`config.mk`:
```
export PLATFORM = sky130hd
export DESIGN_NAME = rtkl_ctrl
export DESIGN_NICKNAME = d
export VERILOG_FILES = /design/src/design/rtkl_pkg.sv /design/src/design/rtkl_ctrl.sv
export SDC_FILE = /design/constraint.sdc
export NUM_CORES = 1
export LEC_CHECK = 0
export BUFFER_PORTS_ARGS = -buffer_cell sky130_fd_sc_hd__buf_2
export CELL_PAD_IN_SITES_DETAIL_PLACEMENT = 1
export CELL_PAD_IN_SITES_GLOBAL_PLACEMENT = 1
export CORE_MARGIN = 2
export CORE_UTILIZATION = 38
export DETAILED_ROUTE_END_ITERATION = 8
export PLACE_DENSITY_LB_ADDON = 0.1
export SLEW_MARGIN = 20
export SYNTH_ARGS = -nofsm -noshare
export SYNTH_HDL_FRONTEND = slang
export SYNTH_SLANG_ARGS = --single-unit
```
`constraint.sdc`:
```
create_clock -name clk_i -period 7.4 [get_ports clk_i]
set_clock_uncertainty 0.15 [all_clocks]
set_input_delay 0.74 -clock clk_i [delete_from_list [all_inputs] [get_ports clk_i]]
set_output_delay 0.74 -clock clk_i [all_outputs]
set_load 0.03 [all_outputs]
```
`src/design/rtkl_pkg.sv`:
```
// Package for the resource table key lookup block.
// Holds the table geometry, field widths, codes, sequencer states and the result struct.
// Depends on nothing.
`timescale 1ns / 1ps
`default_nettype none

package rtkl_pkg;

  localparam int TABLE_ENTRIES = 1024;
  localparam int IDX_W   = (TABLE_ENTRIES > 1) ? $clog2(TABLE_ENTRIES) : 1;
  localparam int CNT_W   = IDX_W + 1;
  localparam int COUNT_W = 11;
  localparam int SLOT_W  = 10;
  localparam int POS_W   = 10;
  localparam int WORD_W  = 32;
  localparam int KEY_W   = 2 * WORD_W;
  localparam int WIDE_W  = (CNT_W > COUNT_W) ? CNT_W : COUNT_W;

  typedef enum logic [0:0] {
    CMD_LOAD   = 1'b0,
    CMD_LOOKUP = 1'b1
  } cmd_e;

  typedef enum logic [0:0] {
    CFG_TABLE_SORTED = 1'b0,
    CFG_ENTRY_COUNT  = 1'b1
  } cfg_idx_e;

  typedef enum logic [2:0] {
    S_IDLE,
    S_FIRST,
    S_LAST,
    S_BOUND,
    S_PROBE,
    S_FINAL,
    S_SCAN,
    S_DONE
  } state_e;

  typedef struct packed {
    logic              found;
    logic [POS_W-1:0]  position;
    logic [WORD_W-1:0] offset;
    logic [WORD_W-1:0] size;
  } res_t;

endpackage

`default_nettype wire

```
`src/design/rtkl_ctrl.sv`:
```
// Lookup sequencer: type bound check, lower-bound binary search and linear first-match scan.
// Drives the memory read address and builds one result per lookup. Depends on rtkl_pkg.
`timescale 1ns / 1ps
`default_nettype none

module rtkl_ctrl (
  input  logic                         clk_i,
  input  logic                         rst_ni,
  input  logic                         start_i,
  input  logic [rtkl_pkg::KEY_W-1:0]   key_i,
  input  logic                         sorted_i,
  input  logic [rtkl_pkg::COUNT_W-1:0] count_i,
  input  logic [rtkl_pkg::KEY_W-1:0]   rkey_i,
  input  logic [rtkl_pkg::KEY_W-1:0]   rloc_i,
  input  logic                         res_take_i,
  output logic [rtkl_pkg::IDX_W-1:0]   raddr_o,
  output logic                         idle_o,
  output logic                         done_o,
  output rtkl_pkg::res_t               res_o
);
  import rtkl_pkg::*;

  state_e            state_q, state_d;
  logic [KEY_W-1:0]  key_q, key_d;
  logic [CNT_W-1:0]  n_q, n_d;
  logic [CNT_W-1:0]  lo_q, lo_d;
  logic [CNT_W-1:0]  len_q, len_d;
  logic [CNT_W-1:0]  half_q, half_d;
  logic [CNT_W-1:0]  mid_q, mid_d;
  logic [CNT_W-1:0]  idx_q, idx_d;
  logic              cmp_v_q, cmp_v_d;
  logic              fail_q, fail_d;
  res_t              res_q, res_d;

  logic [CNT_W-1:0]  n_sat;
  logic [WORD_W-1:0] kt;
  logic [WORD_W-1:0] rtype;
  logic              key_lt;
  logic              key_eq;
  logic [CNT_W-1:0]  lo_nx;
  logic [CNT_W-1:0]  len_nx;
  logic [CNT_W-1:0]  half_nx;
  logic [CNT_W-1:0]  mid_nx;
  logic              bound_fail;
  logic              scan_hit;
  logic              scan_end;

  assign n_sat = (WIDE_W'(count_i) > WIDE_W'(TABLE_ENTRIES)) ? CNT_W'(TABLE_ENTRIES)
                                                             : CNT_W'(count_i);
  assign kt         = key_q[KEY_W-1:WORD_W];
  assign rtype      = rkey_i[KEY_W-1:WORD_W];
  assign key_lt     = rkey_i < key_q;
  assign key_eq     = rkey_i == key_q;
  assign lo_nx      = key_lt ? (mid_q + CNT_W'(1)) : lo_q;
  assign len_nx     = key_lt ? (len_q - half_q - CNT_W'(1)) : half_q;
  assign half_nx    = len_nx >> 1;
  assign mid_nx     = lo_nx + half_nx;
  assign bound_fail = fail_q | (rtype < kt);
  assign scan_hit   = cmp_v_q & key_eq;
  assign scan_end   = idx_q == n_q;

  always_comb begin
    state_d = state_q;
    case (state_q)
      S_IDLE: begin
        if (start_i) begin
          if (n_sat == '0) begin
            state_d = S_DONE;
          end else if (sorted_i) begin
            state_d = S_FIRST;
          end else begin
            state_d = S_SCAN;
          end
        end
      end
      S_FIRST: state_d = S_LAST;
      S_LAST:  state_d = S_BOUND;
      S_BOUND: state_d = bound_fail ? S_DONE : S_PROBE;
      S_PROBE: state_d = (len_nx == '0) ? S_FINAL : S_PROBE;
      S_FINAL: state_d = S_DONE;
      S_SCAN: begin
        if (scan_hit || scan_end) begin
          state_d = S_DONE;
        end
      end
      S_DONE: begin
        if (res_take_i) begin
          state_d = S_IDLE;
        end
      end
      default: state_d = S_IDLE;
    endcase
  end

  always_comb begin
    key_d   = key_q;
    n_d     = n_q;
    lo_d    = lo_q;
    len_d   = len_q;
    half_d  = half_q;
    mid_d   = mid_q;
    idx_d   = idx_q;
    cmp_v_d = cmp_v_q;
    fail_d  = fail_q;
    res_d   = res_q;
    raddr_o = '0;
    done_o  = 1'b0;
    case (state_q)
      S_IDLE: begin
        if (start_i) begin
          key_d   = key_i;
          n_d     = n_sat;
          idx_d   = '0;
          cmp_v_d = 1'b0;
          res_d   = '0;
        end
      end
      S_FIRST: raddr_o = '0;
      S_LAST: begin
        raddr_o = IDX_W'(n_q - CNT_W'(1));
        fail_d  = rtype > kt;
      end
      S_BOUND: begin
        lo_d    = '0;
        len_d   = n_q;
        half_d  = n_q >> 1;
        mid_d   = n_q >> 1;
        raddr_o = IDX_W'(n_q >> 1);
      end
      S_PROBE: begin
        lo_d    = lo_nx;
        len_d   = len_nx;
        half_d  = half_nx;
        mid_d   = mid_nx;
        raddr_o = (len_nx != '0) ? IDX_W'(mid_nx) : IDX_W'(lo_nx);
      end
      S_FINAL: begin
        if ((lo_q < n_q) && key_eq) begin
          res_d.found    = 1'b1;
          res_d.position = POS_W'(lo_q);
          res_d.offset   = rloc_i[KEY_W-1:WORD_W];
          res_d.size     = rloc_i[WORD_W-1:0];
        end
      end
      S_SCAN: begin
        if (scan_hit) begin
          res_d.found    = 1'b1;
          res_d.position = POS_W'(idx_q - CNT_W'(1));
          res_d.offset   = rloc_i[KEY_W-1:WORD_W];
          res_d.size     = rloc_i[WORD_W-1:0];
        end else if (!scan_end) begin
          raddr_o = IDX_W'(idx_q);
          idx_d   = idx_q + CNT_W'(1);
          cmp_v_d = 1'b1;
        end
      end
      S_DONE: done_o = 1'b1;
      default: done_o = 1'b0;
    endcase
  end

  always_ff @(posedge clk_i or negedge rst_ni) begin
    if (!rst_ni) begin
      state_q <= S_IDLE;
      cmp_v_q <= 1'b0;
      fail_q  <= 1'b0;
    end else begin
      state_q <= state_d;
      cmp_v_q <= cmp_v_d;
      fail_q  <= fail_d;
    end
  end

  always_ff @(posedge clk_i) begin
    key_q  <= key_d;
    n_q    <= n_d;
    lo_q   <= lo_d;
    len_q  <= len_d;
    half_q <= half_d;
    mid_q  <= mid_d;
    idx_q  <= idx_d;
    res_q  <= res_d;
  end

  assign idle_o = state_q == S_IDLE;
  assign res_o  = res_q;

  a_probe_in_range: assert property (@(posedge clk_i) disable iff (!rst_ni)
    (state_q == S_PROBE) |-> ((len_q != '0) && (mid_q < n_q)))
    else $error("binary search probe outside the valid entries");

  a_scan_bounded: assert property (@(posedge clk_i) disable iff (!rst_ni)
    (state_q == S_SCAN) |-> (idx_q <= n_q))
    else $error("linear scan ran past the entry count");

  a_result_held: assert property (@(posedge clk_i) disable iff (!rst_ni)
    (done_o && !res_take_i) |=> (done_o && $stable(res_q)))
    else $error("pending result changed before it was taken");

  a_miss_zero: assert property (@(posedge clk_i) disable iff (!rst_ni)
    (done_o && !res_q.found) |-> ((res_q.position == '0) && (res_q.offset == '0)
                                  && (res_q.size == '0)))
    else $error("not-found result carries nonzero fields");

endmodule

`default_nettype wire
```
==> results of run 1 <==
## kinds of logic after synthesis
family / synth area share
muxes: 0.01841
buffers and inverters: 0.05137
adders and majority gates: 0.1127
AOI/OAI and AO/OA: 0.09061
and+or+nand+nor: 0.1572
DFF: 0.5243
xor gates and xnor gates: 0.04552
## metal layers
layer / vias to the layer above / part of all wire / global-route usage
met5: - / 0 / 0
met4: 0 / 0.020 / 0.06887
met3: 33 / 0.048 / 0.03780
met2: 214 / 0.50 / 0.3490
met1: 4157 / 0.44 / 0.2554
li1: 4270 / - / -
## registers in the layout, indices dropped and copies added (netlist names)
| register | count |
|---|---|
| mid_q | 11 |
| len_q | 10 |
| n_q | 11 |
| half_q | 1 |
| fail_q | 1 |
| cmp_v_q | 1 |
| key_q | 64 |
| res_o | 75 |
| idx_q | 11 |
| lo_q | 11 |
| state_q | 3 |
## final cells by class
type | count | area [sq um] | area share
Clock buffer | 17 | 425.4 | 0.03071
Clock inverter | 15 | 181.4 | 0.01309
Sequential cell | 199 | 5952 | 0.4296
Antenna cell | 6 | 15.01 | 0.001084
Tap cell | 390 | 488.0 | 0.03522
Multi-Input combinational cell | 673 | 4860 | 0.3508
Timing Repair Buffer | 303 | 1541 | 0.1113
Inverter | 104 | 391.6 | 0.02827
## through the flow
stage          std cells  utilization
2_1_floorplan       1022            -
4_1_cts             1701       0.4681
3_3_place_gp        1668       0.4472
5_1_grt             1707       0.4687
3_5_place_dp        1668       0.4472
6_report            1707       0.4687
## worst max-delay path: cells and delay by family
| kind | cells | cell delay (ns) |
|---|---|---|
| AND/OR/NAND/NOR | 4 | 0.75 |
| AO/OA/AOI/OAI | 11 | 2.54 |
| XOR/XNOR | 1 | 0.13 |
| adder cells (fa/ha/maj) | 3 | 0.96 |
| buffers and inverters | 3 | 0.40 |
## path summary, 6_finish.rpt
check                                               end  slack, ns  depth (start not counted)
worst max-delay path                         raddr_o[6]       0.99                         22
worst min-delay path                 key_q[6]$_DFFE_PP_       0.31                          1
worst max register to register  mid_q[10]$_SDFFCE_PN0P_       2.31                         21
worst min register to register       fail_q$_DFFE_PN0P_       0.34                          2
max in group asynchronous        state_q[2]$_DFFE_PN0P_       6.42                          2
min in group asynchronous           cmp_v_q$_DFFE_PN0P_       0.52                          2
## cell usage in the layout (no fill, tap or decap), types with 4 or more instances in the layout
master,count
diode_2,6
or3_1,6
buf_4,8
a22oi_1,6
mux2i_1,4
edfxtp_1,194
dfrtp_1,4
nand2b_1,11
clkbuf_16,17
o221ai_1,7
a221oi_1,4
inv_6,4
inv_8,4
nor4_1,13
mux2_2,15
o21ai_0,43
nand4_1,13
ha_1,99
nor2_1,38
nor3_1,14
a21oi_1,40
nand3_1,27
and4_1,5
buf_2,294
nand2_1,89
xor2_1,17
nor2b_1,16
and3_1,75
a21o_1,12
inv_1,103
xnor2_1,41
and2_1,13
a222oi_1,7
## where the power goes
| group | switching (mW) | total (mW) | internal, mW |
|---|---|---|---|
| registers | 0.182 | 1.68 | 1.50 |
| clock network | 0.487 | 0.973 | 0.487 |
| logic | 1.19 | 2.00 | 0.810 |
| total | 1.86 | 4.66 | 2.80 |
==> out/results.txt, run 1 <==
RePlAce Congestion = 0.8507
Beginning of the critical path = rkey_i[59]
Vias in the first global route = 8,822
Crit Path Class = primary input to output pin
Synthesized flop and latch total = 199
Post-synth EDFFs = 194
Top post-synthesis cells by area = edfxtp_1 (51%), ha_1 (11%), and3_1 (4.1%)
Max Slew Vio Count = 0
DP Area = 13,220 sq um
FF-to-FF Start = key_q[59]$_DFFE_PP_
Clock transition at the registers of the reported paths = 0.08 ns
Hold Startpoint = key_i[6]
Minimum clock period after layout = 6.409 ns
Placement Setup Slack = 0.8899 ns
Final hold vios = 0
Fmax = 0.1560 GHz
Synth top area share = 0.5132
Post-synth top area cell = edfxtp_1
RSZ-0062 raised after global routing = false
Synth top cells by count = edfxtp_1 (194), inv_1 (104), ha_1 (99), nand2_1 (89), and3_1 (75)
CTS buffer count = 17
Max-slew headroom = 0.2729
Initial antenna violation count = 6
Crit-path cells = buf_2, ha_1, a21oi_1, o21ai_0, a221oi_1, o21ai_0, a21oi_1, nand2_1, o21ai_0, ha_1, inv_1, fa_1, nor2b_1, o21ai_0, a21oi_1, o21ai_0, nand2b_1, xnor2_1, nor2_1, a221oi_2, o21ai_1, buf_2
First-pass GRT wire length = 48,290 microns
Row count = 63
Syn Std Cell Area = 11,350 sq um
Nets = 1,607
Startpoint types = primary input
CTS-repair resized insts = 0
Clk sink count = 199
Worst slew pin tran = 1.091 ns
Drt wl/cell = 18.78 microns
Async set or reset register ratio after synthesis = 0.02513
Final WL = 32,050 microns
Final Hold Slack = 0.3120 ns
ANT nets after route = 0
Sequential share of the synthesized area = 0.5243
Status = complete, no violations
Crit path setup slack, layout = 0.9913 ns
Period utilisation layout = 0.8660
Pin count of the biggest net entering global routing = 79
HPWL after DPL = 24,750 microns
Crit path largest cell delay = 0.42 ns
Initial DRC Count = 483
Residual DRC = 0
Worst VDD drop = 234.4 uV
Drt first pass iters = 9
CTS Hold Bufs = 1
Num ports = 295
Worst hold-check path type = primary input to flip-flop
Pwr Total = 4.656 mW
DIE WIDTH = 176.8 microns
Area Overhead vs Synth = 22.06%
Core area = 29,560 sq um
Remaining Overflow, GRT = 0
Die height = 176.8 microns
Die area = 31,270 sq um
Clock root buffer = clkbuf_16
Starting Density = 0.3840
Final Setup Violations = 0
Critical Path RT = 6.51 ns
CTS tree = done
Design Area, Final = 13,850 sq um
CP max FO = 14
Pleak = 6.097 nW
Post-synthesis net count = 1,331
Post-synth cell types = 62
Main synth FF type = edfxtp_1
Via/cell ratio = 5.081
Most used cell, CP = o21ai_0
Data arrival, critical path = 5.52 ns
PD cells = 336.1 nW/um^2
Share of layout cells above drive strength 1 = 0.2799
Slowest-stage cell, CP = nand2_1
Total negative slack = 0 ns
Fillers = 3,330
GRT Total Usage = 0.2026
Synth Warn # = 0
Max cap viols = 0
Vias = 8,674
Synth Instances = 1,022
Critical Path End Type = output pin
Setup Buffers After CTS = 0
Port Buffer Count = 294
Max Buffers Root-to-Sink = 2
CTS H-Tree Depth = 4
Leading cell type by number of instances after synthesis = edfxtp_1
Clk Latency, worst-skew pair = 0.45 ns
Avg Cell Area, Syn = 11.11 sq um
(Power assumes the default switching activity.)
==> run 2: changes to the inputs <==
--- a/config.mk
+++ b/config.mk
@@ -11,6 +11,7 @@
 export CORE_MARGIN = 2
 export CORE_UTILIZATION = 38
 export DETAILED_ROUTE_END_ITERATION = 8
+export GPL_TIMING_DRIVEN = 0
 export PLACE_DENSITY_LB_ADDON = 0.1
 export SLEW_MARGIN = 20
 export SYNTH_ARGS = -nofsm -noshare
==> run 2 against run 1 <==
Sequential share of layout area is 0.72 points lower. Total power rose by 1.6%. Die area unchanged. Critical path depth is the same.
==> out/results.txt, run 2 (synthesized netlist as in run 1, its figures left out) <==
GRT Total Usage = 0.2116 (was 0.2026)
CTS-repair resized insts = 0 (unchanged)
Dpl cells = 1,711 (was 1,668)
Final cell count without fillers = 1,749 (was 1,707)
Crit-path cells = buf_2, ha_1, nand4_1, nor4_1, o21ai_0, a31oi_1, o21bai_1, nand2_1, buf_2, mux2i_1, inv_1, ha_1, a21o_1, a21oi_1, o22ai_1, o221ai_1, o21bai_1, a21oi_1, xnor2_1, nand2_1, o211ai_1, buf_2 (was buf_2, ha_1, a21oi_1, o21ai_0, a221oi_1, o21ai_0, a21oi_1, nand2_1, o21ai_0, ha_1, inv_1, fa_1, nor2b_1, o21ai_0, a21oi_1, o21ai_0, nand2b_1, xnor2_1, nor2_1, a221oi_2, o21ai_1, buf_2)
RePlAce Congestion = 0.8563 (was 0.8507)
Final Setup Violations = 0 (unchanged)
Die height = 176.8 microns (unchanged)
Minimum clock period after layout = 6.650 ns (was 6.409 ns)
Die area = 31,270 sq um (unchanged)
Initial DRC Count = 565 (was 483)
Starting Density = 0.3840 (unchanged)
Drt first pass iters = 6 (was 9)
Worst Hold Endpoint = key_q[58]$_DFFE_PP_ (was key_q[6]$_DFFE_PP_)
Max Buffers Root-to-Sink = 2 (unchanged)
Drt wl/cell = 18.74 microns (was 18.78 microns)
CTS H-Tree Depth = 4 (unchanged)
Pwr Total = 4.733 mW (was 4.656 mW)
RSZ-0062 raised after global routing = false (unchanged)
Beginning of the critical path = rkey_i[15] (was rkey_i[59])
Clock root buffer = clkbuf_16 (unchanged)
Pleak = 6.193 nW (was 6.097 nW)
Clock transition at the registers of the reported paths = 0.08 ns (about the same)
Initial antenna violation count = 5 (was 6)
CTS tree = done (unchanged)
R2r setup slk = 2.15 ns (was 2.31 ns)
Row count = 63 (unchanged)
ANT nets after route = 0 (unchanged)
CP max FO = 10 (was 14)
PD cells = 335.9 nW/um^2 (was 336.1 nW/um^2)
Num ports = 295 (unchanged)
Crit path setup slack, layout = 0.7500 ns (was 0.9913 ns)
Startpoint types = primary input (unchanged)
Critical Path RT = 6.51 ns (about the same)
Max cap viols = 0 (unchanged)
Placement Setup Slack = 0.6850 ns (was 0.8899 ns)
Core area = 29,560 sq um (unchanged)
Nets = 1,650 (was 1,607)
Crit Path Class = primary input to output pin (unchanged)
CTS buffer count = 17 (unchanged)
Clk sink count = 199 (unchanged)
Hold path cells = 1 (unchanged)
Data arrival, critical path = 5.76 ns (was 5.52 ns)
Most common cell after layout, fill and taps aside = buf_2 (unchanged)
Area Overhead vs Synth = 24.12% (was 22.06%)
Reg2reg end = mid_q[10]$_SDFFCE_PN0P_ (unchanged)
Hold Startpoint = key_i[58] (was key_i[6])
Fmax = 0.1504 GHz (was 0.1560 GHz)
Remaining Overflow, GRT = 0 (unchanged)
Setup Buffers After CTS = 0 (unchanged)
Residual DRC = 0 (unchanged)
Pin count of the biggest net entering global routing = 46 (was 79)
Reg2reg path depth = 22 (was 21)
Crit path largest cell delay = 0.42 ns (about the same)
DIE WIDTH = 176.8 microns (unchanged)
Clk Latency, worst-skew pair = 0.45 ns (about the same)
First-pass GRT wire length = 50,580 microns (was 48,290 microns)
FF-to-FF Start = key_q[43]$_DFFE_PP_ (was key_q[59]$_DFFE_PP_)
Max-slew headroom = 0.4505 (was 0.2729)
Critical Path End Type = output pin (unchanged)
Max reg flops = 75 (unchanged)
Worst hold-check path type = primary input to flip-flop (unchanged)
Period utilisation layout = 0.8986 (was 0.8660)
Final WL = 32,780 microns (was 32,050 microns)
Port Buffer Count = 294 (unchanged)
Share of layout cells above drive strength 1 = 0.2703 (was 0.2799)
Max Slew Vio Count = 0 (unchanged)
Status = complete, no violations (unchanged)
Via/cell ratio = 5.097 (was 5.081)
HPWL after DPL = 26,330 microns (was 24,750 microns)
Worst slew pin tran = 0.8167 ns (was 1.091 ns)
CTS Hold Bufs = 1 (unchanged)
Vias in the first global route = 9,110 (was 8,822)
Most used cell, CP = buf_2 (was o21ai_0)
Total negative slack = 0 ns (unchanged)
Final hold vios = 0 (unchanged)
Slowest-stage cell, CP = nor4_1 (was nand2_1)
Vias = 8,914 (was 8,674)
Worst VDD drop = 237.8 uV (was 234.4 uV)
Most used cells in the layout excluding fill and tap cells = buf_2 (298), edfxtp_1 (194), inv_1 (103) (was buf_2 (294), edfxtp_1 (194), inv_1 (103))
[run 2: changes by cell type in the layout (fill, tap and decap cells not counted), moves of 2 or more]
cell and delta:
buf_16 +4, clkbuf_1 +39, buf_4 -8, buf_6 +2, clkinvlp_4 -2, buf_2 +4
[run 2: per-layer routing]
metal / part of all wire / global-route usage / vias up
li1: - / - / 4358
met2: 0.50 / 0.3672 / 221
met4: 0.015 / 0.06164 / 0
met3: 0.050 / 0.03308 / 29
met5: 0 / 0 / -
met1: 0.44 / 0.2725 / 4306
[run 2: critical path, delay by kind of cell]
kind                       cells  cell delay (ns)
AOI/OAI and AO/OA             10             2.03
xor gates and xnor gates       1             0.14
adders and majority gates      2             0.61
buffers and inverters          4             0.82
muxes                          1             0.41
and+or+nand+nor                4             1.01
[run 2: where the power goes]
part           leakage, nW  total [mW]  switching [mW]  internal, mW
registers             1.83        1.61           0.118          1.50
clock network        0.294       0.967           0.481         0.486
logic                 4.07        2.15            1.30         0.850
total                 6.19        4.73            1.90          2.83
[run 2: final cells by class]
class / instances / area, sq um
Fill cell: 3372 / 15470
Sequential cell: 199 / 5951
Multi-Input combinational cell: 673 / 4840
Timing Repair Buffer: 300 / 1612
Tap cell: 390 / 488.0
Clock buffer: 17 / 425.4
Inverter: 104 / 392.9
Buffer: 46 / 192.7
Clock inverter: 15 / 175.2
Antenna cell: 5 / 12.51
[run 2: worst max path at each step]
stage	end
6_report	raddr_o[9]
5_1_grt	raddr_o[9]
4_1_cts	raddr_o[9]
3_5_place_dp	raddr_o[9]
3_3_place_gp	res_o[25]$_DFFE_PP_
2_1_floorplan	res_o[0]$_DFFE_PP_
[run 2: stage by stage]
stage | area (sq um) | util | hold slack, ns
detailed placement | 13470 | 0.4555 | 0.3169
global placement | 13310 | 0.4503 | 0.3059
finish | 14090 | 0.4766 | 0.3131
floorplan | 11350 | - | 0.2909
CTS | 14080 | 0.4762 | 0.2967
global route | 14090 | 0.4765 | 0.2958
